**config.mk**
```make
export PLATFORM = sky130hd
export DESIGN_NAME = byte_spn_cipher_cbc
export DESIGN_NICKNAME = d
export VERILOG_FILES = /design/src/hw/rtl/bscc_pkg.sv /design/src/hw/rtl/bscc_cfg_regs.sv /design/src/hw/rtl/bscc_datapath.sv /design/src/hw/rtl/byte_spn_cipher_cbc.sv
export SDC_FILE = /design/constraint.sdc
export NUM_CORES = 1
export LEC_CHECK = 0
export BUFFER_PORTS_ARGS = -buffer_cell sky130_fd_sc_hd__clkbuf_2
export CAP_MARGIN = 15
export CORE_UTILIZATION = 50
export CTS_CLUSTER_SIZE = 16
export DETAILED_ROUTE_END_ITERATION = 8
export PLACE_DENSITY = 0.72
export SYNTH_ARGS = -nofsm -noshare
export SYNTH_HDL_FRONTEND = slang
export SYNTH_HIERARCHICAL = 1
export SYNTH_SLANG_ARGS = --single-unit
export TNS_END_PERCENT = 50
```
**constraint.sdc**
```tcl
create_clock -name clk -period 4.15 [get_ports clk]
set_input_delay 0 -clock clk [delete_from_list [all_inputs] [get_ports clk]]
set_output_delay 0 -clock clk [all_outputs]
set_load 0.02 [all_outputs]
```
**src/hw/rtl/bscc_pkg.sv**
```systemverilog
`default_nettype none

package bscc_pkg;

    localparam int unsigned DATA_W  = 8;
    localparam int unsigned KEY_W   = 16;
    localparam int unsigned CFG_IDX_W = 2;

    typedef enum logic [CFG_IDX_W-1:0] {
        CFG_KEY      = 2'd0,
        CFG_IV       = 2'd1,
        CFG_CHAINED  = 2'd2,
        CFG_DECRYPT  = 2'd3
    } cfg_idx_t;

    typedef struct packed {
        logic [KEY_W-1:0]  key;
        logic [DATA_W-1:0] iv;
        logic              chained;
        logic              decrypt;
    } cfg_t;

    // s(i) = ((i+1)*7 mod 17) - 1
    function automatic logic [3:0] sub_nib(input logic [3:0] n);
        logic [3:0] r;
        begin
            case (n)
                4'd0:    r = 4'd6;
                4'd1:    r = 4'd13;
                4'd2:    r = 4'd3;
                4'd3:    r = 4'd10;
                4'd4:    r = 4'd0;
                4'd5:    r = 4'd7;
                4'd6:    r = 4'd14;
                4'd7:    r = 4'd4;
                4'd8:    r = 4'd11;
                4'd9:    r = 4'd1;
                4'd10:   r = 4'd8;
                4'd11:   r = 4'd15;
                4'd12:   r = 4'd5;
                4'd13:   r = 4'd12;
                4'd14:   r = 4'd2;
                4'd15:   r = 4'd9;
                default: r = 4'd0;
            endcase
            return r;
        end
    endfunction

    function automatic logic [3:0] inv_nib(input logic [3:0] n);
        logic [3:0] r;
        begin
            case (n)
                4'd0:    r = 4'd4;
                4'd1:    r = 4'd9;
                4'd2:    r = 4'd14;
                4'd3:    r = 4'd2;
                4'd4:    r = 4'd7;
                4'd5:    r = 4'd12;
                4'd6:    r = 4'd0;
                4'd7:    r = 4'd5;
                4'd8:    r = 4'd10;
                4'd9:    r = 4'd15;
                4'd10:   r = 4'd3;
                4'd11:   r = 4'd8;
                4'd12:   r = 4'd13;
                4'd13:   r = 4'd1;
                4'd14:   r = 4'd6;
                4'd15:   r = 4'd11;
                default: r = 4'd0;
            endcase
            return r;
        end
    endfunction

    function automatic logic [DATA_W-1:0] enc_round(input logic [DATA_W-1:0] b,
                                                    input logic [DATA_W-1:0] k);
        logic [DATA_W-1:0] s;
        begin
            s = {sub_nib(b[7:4]), sub_nib(b[3:0])};
            return {s[5:0], s[7:6]} ^ k;
        end
    endfunction

    function automatic logic [DATA_W-1:0] dec_round(input logic [DATA_W-1:0] b,
                                                    input logic [DATA_W-1:0] k);
        logic [DATA_W-1:0] x;
        logic [DATA_W-1:0] r;
        begin
            x = b ^ k;
            r = {x[1:0], x[7:2]};
            return {inv_nib(r[7:4]), inv_nib(r[3:0])};
        end
    endfunction

endpackage

`default_nettype wire

```
**src/hw/rtl/bscc_cfg_regs.sv**
```systemverilog
`default_nettype none

module bscc_cfg_regs (
    input  wire logic                           clk,
    input  wire logic                           rst_n,
    input  wire logic                           cfg_valid,
    output logic                                cfg_ready,
    input  wire logic [bscc_pkg::CFG_IDX_W-1:0] cfg_index,
    input  wire logic [bscc_pkg::KEY_W-1:0]     cfg_data,
    output bscc_pkg::cfg_t                      cfg
);

    bscc_pkg::cfg_t cfg_reg;
    bscc_pkg::cfg_t cfg_next;

    assign cfg_ready = 1'b1;
    assign cfg       = cfg_reg;

    always_comb
    begin
        cfg_next = cfg_reg;
        if (cfg_valid)
        begin
            case (bscc_pkg::cfg_idx_t'(cfg_index))
                bscc_pkg::CFG_KEY:     cfg_next.key     = cfg_data;
                bscc_pkg::CFG_IV:      cfg_next.iv      = cfg_data[bscc_pkg::DATA_W-1:0];
                bscc_pkg::CFG_CHAINED: cfg_next.chained = cfg_data[0];
                bscc_pkg::CFG_DECRYPT: cfg_next.decrypt = cfg_data[0];
                default:               cfg_next = cfg_reg;
            endcase
        end
    end

    always_ff @(posedge clk or negedge rst_n)
    begin
        if (!rst_n)
        begin
            cfg_reg.key     <= '0;
            cfg_reg.iv      <= '0;
            cfg_reg.chained <= 1'b1;
            cfg_reg.decrypt <= 1'b0;
        end
        else
        begin
            cfg_reg <= cfg_next;
        end
    end

endmodule

`default_nettype wire

```
**src/hw/rtl/bscc_datapath.sv**
```systemverilog
`default_nettype none

module bscc_datapath (
    input  wire bscc_pkg::cfg_t              cfg,
    input  wire logic [bscc_pkg::DATA_W-1:0] data_in,
    input  wire logic                        start,
    input  wire logic [bscc_pkg::DATA_W-1:0] chain,
    output logic      [bscc_pkg::DATA_W-1:0] result,
    output logic      [bscc_pkg::DATA_W-1:0] chain_next
);

    logic [bscc_pkg::DATA_W-1:0] k1;
    logic [bscc_pkg::DATA_W-1:0] k2;
    logic [bscc_pkg::DATA_W-1:0] mix;
    logic [bscc_pkg::DATA_W-1:0] enc_mid;
    logic [bscc_pkg::DATA_W-1:0] enc_out;
    logic [bscc_pkg::DATA_W-1:0] dec_mid;
    logic [bscc_pkg::DATA_W-1:0] dec_out;

    assign k1  = cfg.key[bscc_pkg::KEY_W-1:bscc_pkg::DATA_W];
    assign k2  = cfg.key[bscc_pkg::DATA_W-1:0];
    assign mix = cfg.chained ? (start ? cfg.iv : chain) : '0;

    assign enc_mid = bscc_pkg::enc_round(data_in ^ mix, k1);
    assign enc_out = bscc_pkg::enc_round(enc_mid, k2);

    // undo round two first, then round one
    assign dec_mid = bscc_pkg::dec_round(data_in, k2);
    assign dec_out = bscc_pkg::dec_round(dec_mid, k1) ^ mix;

    assign result     = cfg.decrypt ? dec_out : enc_out;
    assign chain_next = cfg.decrypt ? data_in : enc_out;

endmodule

`default_nettype wire

```
**src/hw/rtl/byte_spn_cipher_cbc.sv**
```systemverilog
// Input stage registers an accepted byte; output stage registers its result for m_axis.
// Throughput: one byte per cycle unless m_axis stalls; chain_reg alone closes the chain loop.
// The input stalls only while both stages hold a byte and m_axis_tready is low.
// Reset (rst_n low, asynchronous): both stages empty, chain byte 0, key and IV 0,
// chained mode on, encrypt mode.
`default_nettype none

module byte_spn_cipher_cbc (
    input  wire logic                           clk,
    input  wire logic                           rst_n,
    input  wire logic                           s_axis_tvalid,
    output logic                                s_axis_tready,
    input  wire logic [bscc_pkg::DATA_W-1:0]    s_axis_tdata,  // [7:0] data_byte
    input  wire logic                           s_axis_tuser,  // [0] message_start
    output logic                                m_axis_tvalid,
    input  wire logic                           m_axis_tready,
    output logic      [bscc_pkg::DATA_W-1:0]    m_axis_tdata,  // [7:0] result_byte
    input  wire logic                           cfg_valid,
    output logic                                cfg_ready,
    input  wire logic [bscc_pkg::CFG_IDX_W-1:0] cfg_index,
    input  wire logic [bscc_pkg::KEY_W-1:0]     cfg_data
);

    bscc_pkg::cfg_t cfg;

    logic                        in_valid_reg;
    logic                        in_valid_next;
    logic [bscc_pkg::DATA_W-1:0] in_data_reg;
    logic                        in_start_reg;
    logic                        out_valid_reg;
    logic                        out_valid_next;
    logic [bscc_pkg::DATA_W-1:0] out_data_reg;
    logic [bscc_pkg::DATA_W-1:0] chain_reg;
    logic [bscc_pkg::DATA_W-1:0] result;
    logic [bscc_pkg::DATA_W-1:0] chain_next;
    logic                        out_free;
    logic                        advance;
    logic                        in_take;

    bscc_cfg_regs u_cfg (
        .clk       (clk),
        .rst_n     (rst_n),
        .cfg_valid (cfg_valid),
        .cfg_ready (cfg_ready),
        .cfg_index (cfg_index),
        .cfg_data  (cfg_data),
        .cfg       (cfg)
    );

    bscc_datapath u_dp (
        .cfg        (cfg),
        .data_in    (in_data_reg),
        .start      (in_start_reg),
        .chain      (chain_reg),
        .result     (result),
        .chain_next (chain_next)
    );

    assign out_free      = !out_valid_reg || m_axis_tready;
    assign advance       = in_valid_reg && out_free;
    assign s_axis_tready = !in_valid_reg || out_free;
    assign in_take       = s_axis_tvalid && s_axis_tready;

    assign m_axis_tvalid = out_valid_reg;
    assign m_axis_tdata  = out_data_reg;

    always_comb
    begin
        in_valid_next  = in_valid_reg;
        out_valid_next = out_valid_reg;
        if (in_take)
            in_valid_next = 1'b1;
        else if (advance)
            in_valid_next = 1'b0;
        if (advance)
            out_valid_next = 1'b1;
        else if (m_axis_tready)
            out_valid_next = 1'b0;
    end

    always_ff @(posedge clk or negedge rst_n)
    begin
        if (!rst_n)
        begin
            in_valid_reg  <= 1'b0;
            out_valid_reg <= 1'b0;
            chain_reg     <= '0;
        end
        else
        begin
            in_valid_reg  <= in_valid_next;
            out_valid_reg <= out_valid_next;
            if (advance)
                chain_reg <= chain_next;
        end
    end

    always_ff @(posedge clk)
    begin
        if (in_take)
        begin
            in_data_reg  <= s_axis_tdata;
            in_start_reg <= s_axis_tuser;
        end
        if (advance)
            out_data_reg <= result;
    end

    // chain follows the ciphertext produced when encrypting
    a_enc_chain: assert property (@(posedge clk) disable iff (!rst_n)
        advance && !cfg.decrypt |=> chain_reg == out_data_reg)
        else $error("chain byte does not match the last ciphertext");

    // chain follows the ciphertext consumed when decrypting
    a_dec_chain: assert property (@(posedge clk) disable iff (!rst_n)
        advance && cfg.decrypt |=> chain_reg == $past(in_data_reg))
        else $error("chain byte does not match the last input ciphertext");

    a_stall_full: assert property (@(posedge clk) disable iff (!rst_n)
        !s_axis_tready |-> in_valid_reg && out_valid_reg && !m_axis_tready)
        else $error("input stalled while the pipeline has room");

    a_out_source: assert property (@(posedge clk) disable iff (!rst_n)
        $rose(out_valid_reg) |-> $past(in_valid_reg))
        else $error("result appeared without an item in the input stage");

endmodule

`default_nettype wire
```
After elaboration in Yosys (flattened, before gate mapping)
Memory sizes are Yosys's and may differ from the RTL's.
Index checks and enable logic that the tools add are counted.
{"block": "totals", "ff_bits": 53, "latchBits": 0, "mem_bits_rw": 0, "mem_bits_ro": 512, "input_bits": 32, "out_inout_bits": 11, "elab_cells": 48, "n_memories": 8}
{"name": "(no name shown)", "depth": 16, "word_bits": 4, "read_ports": 1, "rd_ports_with_merged_regs": 0, "wr": 0, "line_no": "bscc_pkg.sv:53", "rtl": "case (n)"}
{"name": "(no name shown)", "depth": 16, "word_bits": 4, "read_ports": 1, "rd_ports_with_merged_regs": 0, "wr": 0, "line_no": "bscc_pkg.sv:53"}
{"name": "(no name shown)", "depth": 16, "word_bits": 4, "read_ports": 1, "rd_ports_with_merged_regs": 0, "wr": 0, "line_no": "bscc_pkg.sv:53"}
{"name": "(no name shown)", "depth": 16, "word_bits": 4, "read_ports": 1, "rd_ports_with_merged_regs": 0, "wr": 0, "line_no": "bscc_pkg.sv:53"}
{"name": "(no name shown)", "depth": 16, "word_bits": 4, "read_ports": 1, "rd_ports_with_merged_regs": 0, "wr": 0, "line_no": "bscc_pkg.sv:27", "rtl": "case (n)"}
{"name": "(no name shown)", "depth": 16, "word_bits": 4, "read_ports": 1, "rd_ports_with_merged_regs": 0, "wr": 0, "line_no": "bscc_pkg.sv:27"}
{"name": "2 more memories"}
{"block": "classes", "add_sub_neg": 0, "multipliers": 0, "n_div": 0, "order_cmp": 0, "eq_ne": 3, "shifts": 0, "muxes": 8, "bitwise": 6, "n_reduce_logical": 13}
{"op": "bitwise XOR 8 bit", "count": 6}
{"op": "two-way mux 8 bit", "count": 4}
{"op": "AND reduction 2 bit", "count": 4}
{"op": "== test 2 bit (second input constant)", "count": 2}
{"op": "two-way mux 1 bit", "count": 4}
{"op": "nonzero test 2 bit", "count": 2}
{"op": "== test 2 x 1 -> 1 bit (second input constant)", "count": 1}
{"op": "logical AND 1 bit", "count": 2}
{"op": "zero test 1 bit", "count": 2}
{"op": "zero test 2 bit", "count": 1}
{"op": "logical OR 1 bit", "count": 2}

Depth between registers and ports, before layout
Gate-level depths: netlist of run 1.
An unclocked memory read counts as a cell.
{"block": "depth", "word_depth": 8, "depth_mapped": 17, "mapped_depth_nobuf": 16}

Modules after synthesis
The synthesis of run 1 kept the hierarchy.
{"mod": "bscc_datapath", "instances": 1, "cells_per_inst": 400, "area_each_um2": 2865.2, "seq_area_each_um2": 0.0}
{"mod": "bscc_cfg_regs", "instances": 1, "cells_per_inst": 59, "area_each_um2": 1006.0, "seq_area_each_um2": 651.9}
{"mod": "byte_spn_cipher_cbc", "instances": 1, "cells_per_inst": 42, "area_each_um2": 937.1, "seq_area_each_um2": 760.7}

Least setup slack after synthesis of run 1
No wires, ideal clock.
{"block": "synth_timing", "path_type": "register -> register", "startpoint": "register u_cfg.cfg_reg, in the netlist u_cfg/cfg[1]", "endpoint": "register chain_reg[0] (netlist bit)", "setup_time_ns": 0.064, "arrival_time_ns": 3.793, "required_time_ns": 4.086, "path_slack_ns": 0.293, "stages_incl_launch_ff": 17, "path_buffers": 2, "period_less_slack_ns": 3.857, "path_cell_list": "dfstp_2 > inv_2 > buf_2 > or3_1 > nand2_1 > ha_1 > nor2b_1 > o211a_1 > o221ai_1 > o41ai_1 > or4_1 > buf_2 > or4_4 > o2111ai_2 > nor2_2 > nor4b_2 > mux2_4"}
{"block": "synth_between", "elab_chain_cells": 7, "word_cells_on_any_way": 8, "cone_classes": "mux: 2; bitwise: 3; memory: 3"}
{"item": "start, declared", "line_no": "bscc_cfg_regs.sv:13", "rtl": "bscc_pkg::cfg_t cfg_reg;"}
{"item": "start signal, assigned", "line_no": "bscc_cfg_regs.sv:45", "rtl": "cfg_reg <= cfg_next;"}
{"item": "two-way mux 8 bit *", "line_no": "bscc_datapath.sv:22", "rtl": "assign mix = cfg.chained ? (start ? cfg.iv : chain) : '0;"}
{"item": "bitwise XOR 8 bit *", "line_no": "bscc_datapath.sv:24", "rtl": "assign enc_mid = bscc_pkg::enc_round(data_in ^ mix, k1);"}
{"item": "memory (16 x 4 bit)"}
{"item": "bitwise XOR 8 bit *", "line_no": "bscc_pkg.sv:81", "rtl": "return {s[5:0], s[7:6]} ^ k;"}
{"item": "memory (16 x 4 bit) *"}
{"item": "bitwise XOR 8 bit *", "line_no": "bscc_pkg.sv:81"}
{"item": "two-way mux 8 bit *", "line_no": "bscc_datapath.sv:32", "rtl": "assign chain_next = cfg.decrypt ? data_in : enc_out;"}
{"item": "net chain_next (one bit)", "line_no": "byte_spn_cipher_cbc.sv:35", "rtl": "logic [bscc_pkg::DATA_W-1:0] chain_next;"}
{"item": "end signal, assigned", "line_no": "byte_spn_cipher_cbc.sv:94", "rtl": "chain_reg <= chain_next;"}
{"item": "end, declared", "line_no": "byte_spn_cipher_cbc.sv:33", "rtl": "logic [bscc_pkg::DATA_W-1:0] chain_reg;"}
Mark *: on every way through the listed nets, which the timed path passes. The rest lies on a longest branch.
A chain may end at the register's enable or synchronous reset.

Worst setup path after layout of run 1
{"block": "layout_timing", "startpoint": "register in_start_reg", "endpoint": "register chain_reg[0] (netlist bit)"}
{"block": "layout_between", "elab_chain_cells": 8, "word_cells_on_any_way": 9, "cone_classes": "mux: 3; bitwise: 3; memory: 3"}
{"item": "start, declared", "line_no": "byte_spn_cipher_cbc.sv:29", "rtl": "logic in_start_reg;"}
{"item": "start signal, assigned", "line_no": "byte_spn_cipher_cbc.sv:103", "rtl": "in_start_reg <= s_axis_tuser;"}
{"item": "two-way mux 8 bit * (2 in a row)", "line_no": "bscc_datapath.sv:22"}
{"item": "bitwise XOR 8 bit *", "line_no": "bscc_datapath.sv:24"}
{"item": "memory (16 x 4 bit)"}
{"item": "bitwise XOR 8 bit *", "line_no": "bscc_pkg.sv:81"}
{"item": "memory (16 x 4 bit) *"}
{"item": "bitwise XOR 8 bit *", "line_no": "bscc_pkg.sv:81"}
{"item": "two-way mux 8 bit *", "line_no": "bscc_datapath.sv:32"}
{"item": "net chain_next (one bit)", "line_no": "byte_spn_cipher_cbc.sv:35"}
Marks and branches as above.

==> results of run 1 <==
area by class of cell:
class | count | area (um2)
Multi-Input combinational cell | 403 | 3220
Inverter | 25 | 93.8
Tap cell | 129 | 161
Sequential cell | 53 | 1410
Fill cell | 832 | 3660
Clock buffer | 7 | 86.3
Timing Repair Buffer | 87 | 621
Clock inverter | 1 | 30.0
cell families after synthesis:
group	Yosys count	share of synthesized area (%)
other	1	0.0780
AOI/OAI and AO/OA	108	17.1
xor gates and xnor gates	40	7.60
buffers and inverters	45	4.03
adders and majority gates	25	6.51
muxes	64	16.1
DFF	53	29.4
and+or+nand+nor	165	19.2
path summary, 6_finish.rpt:
| check | from | end | slack [ns] | cells past startpoint |
|---|---|---|---|---|
| min reg2reg | u_cfg/cfg[4] | u_cfg/cfg[4] | 0.52 | 1 |
| max reg2reg | in_start_reg | chain_reg[0] | 0.20 | 15 |
| min in group asynchronous | rst_n | in_valid_reg | 0.38 | 2 |
| max | in_start_reg | chain_reg[0] | 0.20 | 15 |
| min | cfg_valid | u_cfg/cfg[0] | 0.05 | 3 |
| max in group asynchronous | rst_n | u_cfg/cfg[7] | 3.16 | 2 |
critical path, stage by stage (launching register included):
cell       delay [ns]
edfxtp_1         0.52
mux2i_2          0.35
o21a_1           0.18
nor2_1           0.06
buf_4            0.15
ha_1             0.19
and2_1           0.16
o211a_1          0.23
o221ai_1         0.15
o41ai_1          0.14
or4_4            0.61
or4_4            0.54
o2111ai_2        0.12
nor2_2           0.06
nor4b_2          0.26
mux2_4           0.18
timing repair:
action,in CTS,in global routing
setup endpoints to repair,0,7
setup buffers,0,2
hold endpoints to repair,71,0
hold buffers,28,0
gates resized for setup,0,7
layer usage:
metal / share of wire [%] / GRT usage (%) / vias up
met4: 2.8 / 10.4 / 0
met1: 43 / 33.6 / 2032
met2: 47 / 43.1 / 167
li1: - / - / 2018
met3: 6.6 / 3.27 / 21
met5: 0 / 0 / -
placed cells by master (no fill, tap or decap), types with 14 or more instances in the layout:
master | synthesis | layout
edfxtp_1 | 17 | 17
nor2_1 | 28 | 28
a21oi_1 | 14 | 14
clkbuf_2 | 0 | 41
mux2i_1 | 17 | 16
buf_4 | 1 | 18
mux2_2 | 32 | 32
ha_1 | 25 | 25
xnor2_1 | 25 | 25
inv_1 | 23 | 23
dfrtp_1 | 35 | 35
nand2_1 | 37 | 35
dlygate4sd3_1 | 0 | 28
nor3_1 | 18 | 18
stage by stage:
step	setup TNS (ns)	cell area, um2
finish	0	5630
CTS	0	5590
global placement	0	5190
global route	-0.00959	5630
detailed placement	0	5190
floorplan	0	4810
power groups by stage:
stage / Sequential, uW / Clock (uW) / Combinational [uW]
after detailed placement: 857 / 0 / 2650
after CTS: 847 / 386 / 2690
final: 847 / 378 / 2750
after global routing: 866 / 411 / 3000
after global placement: 851 / 0 / 2560
after floorplan: 858 / 0 / 2020
==> flow_summary.ini, run 1 <==
[yosys]
ys.warnings.count = 6
synthFlopType = dfrtp_1
synth_area_leader_cell = dfrtp_1
netlist_instances = 501
syn_area_um2 = 4810
ys_ff_latch = 53
synth_area_leaders = dfrtp_1 (18%), edfxtp_1 (11%), mux2_2 (7.5%)
yosysTopAreaCellShare_pct = 18.2
synth_area_per_cell_um2 = 9.60
synth-seq-area-share_pct = 29.4
synthesis.nets = 558
yosysMostFrequentCell = nand2_1
synth_cell_types = 84
synth_edf_count = 17
async_flop_share_pct = 67.9
ys_top_cells_by_count = nand2_1 (37), dfrtp_1 (35), mux2_2 (32), nor2_1 (28)

[power_and_ir_drop]
comb_power_share_pct = 69.2
p_leak_uw = 0.00241
switchingPower_uw = 1830
power_density_nw_per_um2 = 706
total_power_uw = 3970
vdd_drop_max_mv = 0.284
p_int_uw = 2140
p_clk_share_pct = 9.5
switching_share_pct = 46.1
pwr-share-seq_pct = 21.3

[critical_path]
critPathMaxFanout = 7
crit_type = reg -> reg
end_kind = register
cp-start-kind = register
crit_arrival_ns = 4.22
cp_data_required_time_ns = 4.41

[cells_and_area]
num_antenna_cells = 0
utilization_pct = 60.6
largest_reg_flops = 26
instances_no_fill = 705
drive_above_1_share_pct = 25.0
nets = 632
area_growth_pct = 17.0

[placement]
place_ws_ns = 0.137
gp_congestion = 0.921
dpl.hpwl_mm = 9.17
portBuffers = 41
dp_cells = 667

[detailed_routing]
drc = 0
finalWirelength_mm = 12.3
ant_nets = 0
vias = 4238
routed_via_density = 6.01
first_pass_iters = 5
wl_per_cell_um = 17.5
dr.first_iter.drc_count = 213

[global_route]
grt.total_usage_pct = 25.7
grt_max_degree = 37
antenna_found_initial = 0
grt-ovfl-total = 0
grt_pass1_vias = 4007
grt_first_pass_wirelength_mm = 19.9

[clock_tree]
clk_pin_slew_ns = 0.10
cts.sinks = 53
cts_tree = done
cts_root_buf = clkbuf_8
clkLatencyLatePin_ns = 0.31
h-tree-depth = 2
cts.path.max_buffers = 2
numCtsBuffers = 5

[die]
core_region_area_um2 = 9280
start_util_pct = 51.8
ioPinCount = 43
die_height_um = 100
rows = 35
die-width_um = 100
die_area_um2 = 10000

[timing]
worstMarginPinSlew_ns = 1.14
hold_slack_ns = 0.0541
slew_headroom_pct = 23.8
fin_crit_ns = 3.95
final-setup-viol-count = 0
fmax_mhz = 253
slew_violations = 0
rsz0062_at_grt = yes
finClkSkew_ns = 0.00670
hold_violations = 0
postLayoutSetupSlackWorst_ns = 0.195
fin_crit_sh_pct = 95.3

[outcome]
status = completed

[min_path]
min_path_type = in -> reg

[job]
cap_viol_max_count = 0
(Power assumes the default switching activity.)
==> run 2: changes to the inputs <==
--- a/config.mk
+++ b/config.mk
@@ -10,7 +10,7 @@
 export CORE_UTILIZATION = 50
 export CTS_CLUSTER_SIZE = 16
 export DETAILED_ROUTE_END_ITERATION = 8
-export PLACE_DENSITY = 0.72
+export PLACE_DENSITY = 0.78
 export SYNTH_ARGS = -nofsm -noshare
 export SYNTH_HDL_FRONTEND = slang
 export SYNTH_HIERARCHICAL = 1
==> run 2 against run 1 <==
Sequential power decreased by 1%. Clock-buffer cell count down 2. Final cell count shrank 0.14%. Worst hold slack worse by 0.030 ns. Sequential share of layout area rose by 0.15 points. Largest cell class unchanged. Power shrank 1.1%.
==> flow_summary.ini, run 2 (synthesis gave the netlist of run 1 again) <==
[outcome]
status = completed

[detailed_routing]
finalWirelength_mm = 12.7
vias = 4218
ant_nets = 0
routed_via_density = 5.99
first_pass_iters = 5
dr.first_iter.drc_count = 185
wl_per_cell_um = 18.1
drc = 0

[clock_tree]
clk_pin_slew_ns = 0.11
clkLatencyLatePin_ns = 0.31
numCtsBuffers = 5
cts_tree = done
post-cts-setup-buffer-count = 0
cts_root_buf = clkbuf_8
cts.path.max_buffers = 2
h-tree-depth = 2
cts.sinks = 53

[power_and_ir_drop]
p_int_uw = 2070
comb_power_share_pct = 70.8
power_density_nw_per_um2 = 703
pwr-share-seq_pct = 21.2
switching_share_pct = 47.5
p_leak_uw = 0.00239
p_clk_share_pct = 7.9
switchingPower_uw = 1860
total_power_uw = 3930
vdd_drop_max_mv = 0.339

[placement]
portBuffers = 41
dp_cells = 670
placed_cell_area_um2 = 5220
gp_congestion = 0.883
dpl.hpwl_mm = 9.43

[die]
core_region_area_um2 = 9280
die_height_um = 100
start_util_pct = 51.8
die_area_um2 = 10000
die-width_um = 100
rows = 35
ioPinCount = 43

[critical_path]
r2r-end = chain_reg[6]
critPathMaxFanout = 7
r2r-start = in_start_reg
crit_arrival_ns = 4.18
end_kind = register
cp_data_required_time_ns = 4.35
crit_type = reg -> reg
rrSetupSlack_ns = 0.17
reg2reg_depth = 15
cp-start-kind = register

[timing]
tns_ns = 0
fin_crit_ns = 3.98
slew_violations = 0
fmax_mhz = 252
worstMarginPinSlew_ns = 1.07
fin_crit_sh_pct = 95.8
slew_headroom_pct = 28.4
hold_violations = 0
final-setup-viol-count = 0
finClkSkew_ns = 0.0107

[cells_and_area]
area_growth_pct = 16.3
nets = 631
design_area_um2 = 5590
final_cell_mix = clkbuf_2 (41), nand2_1 (37), dfrtp_1 (35)
largest_reg_flops = 26
num_antenna_cells = 0
drive_above_1_share_pct = 24.7
instances_no_fill = 704
utilization_pct = 60.3
final_common_cell = clkbuf_2

[global_route]
grt-ovfl-total = 0
grt_first_pass_wirelength_mm = 20.2
grt_pass1_vias = 4120
grt.total_usage_pct = 26.0
antenna_found_initial = 0
grt_max_degree = 37

[min_path]
min_path_type = in -> reg
holdPathEnd = u_cfg/cfg[0]
holdCritStartpoint = cfg_data[0]
hold_depth = 2

[job]
cap_viol_max_count = 0
[run 2: changes by cell type in the layout (fill, tap and decap cells not counted), sizes merged]
| cell | before | now |
|---|---|---|
| buf | 18 | 19 |
| bufinv | 1 | 0 |
| clkbuf | 48 | 46 |
| clkinv | 0 | 1 |
| clkinvlp | 0 | 1 |
| dlygate4sd3 | 28 | 26 |
| inv | 25 | 26 |
[run 2: per-stage QoR]
stage,setup WS [ns],hold WS [ns]
2_1_floorplan,0.293,-0.296
3_3_place_gp,0.241,0.179
3_5_place_dp,0.144,0.179
4_1_cts,0.121,0.00678
5_1_grt,-0.00770,0.0235
6_report,0.174,0.0236
[run 2: cell type report]
class	count	area [um2]
repair buffers	86	608
clock buffers	5	68.8
inverters	25	93.8
flip-flops and latches	53	1410
multi-input cells	403	3230
clock inverters	3	20.0
well taps	129	161
fillers	793	3690
[run 2: power by group through the flow]
| stage | combinational, uW | sequential (uW) | clock, uW |
|---|---|---|---|
| finish | 2780 | 835 | 311 |
| global route | 3040 | 854 | 335 |
| CTS | 2730 | 831 | 322 |
| detailed placement | 2690 | 841 | 0 |
| global placement | 2590 | 834 | 0 |
| floorplan | 2020 | 858 | 0 |
[run 2: worst max path at each step]
stage	from	end	slack (ns)	cells past startpoint
finish	in_start_reg	chain_reg[6]	0.17	15
global route	in_start_reg	chain_reg[6]	-0.008	16
CTS	u_cfg/cfg[1]	chain_reg[0]	0.12	14
detailed placement	u_cfg/cfg[1]	chain_reg[0]	0.14	14
global placement	in_start_reg	chain_reg[0]	0.24	14
floorplan	u_cfg/cfg[1]	chain_reg[0]	0.29	16
[run 2: timing repair]
item / CTS / global route
hold buffers: 26 / 0
gates resized for setup: 0 / 5
endpoints found under the setup margin: 0 / 4
hold endpoints to repair: 67 / 0
[run 2: worst max-delay path: stages (launching register included)]
cell      delay [ns]
edfxtp_1        0.49
mux2_2          0.39
a21boi_1        0.30
or2_1           0.31
inv_2           0.11
ha_1            0.22
a21o_1          0.17
a31o_1          0.21
o211a_1         0.24
inv_1           0.12
ha_1            0.25
o22ai_1         0.17
o22ai_1         0.15
xnor2_1         0.17
mux2_2          0.28
mux2_4          0.27
[run 2: routing by layer]
metal	track usage [%]	part of all wire, %
met5	0	0
met4	6.69	1.7
met3	2.65	4.0
met2	47.3	50
met1	33.0	44
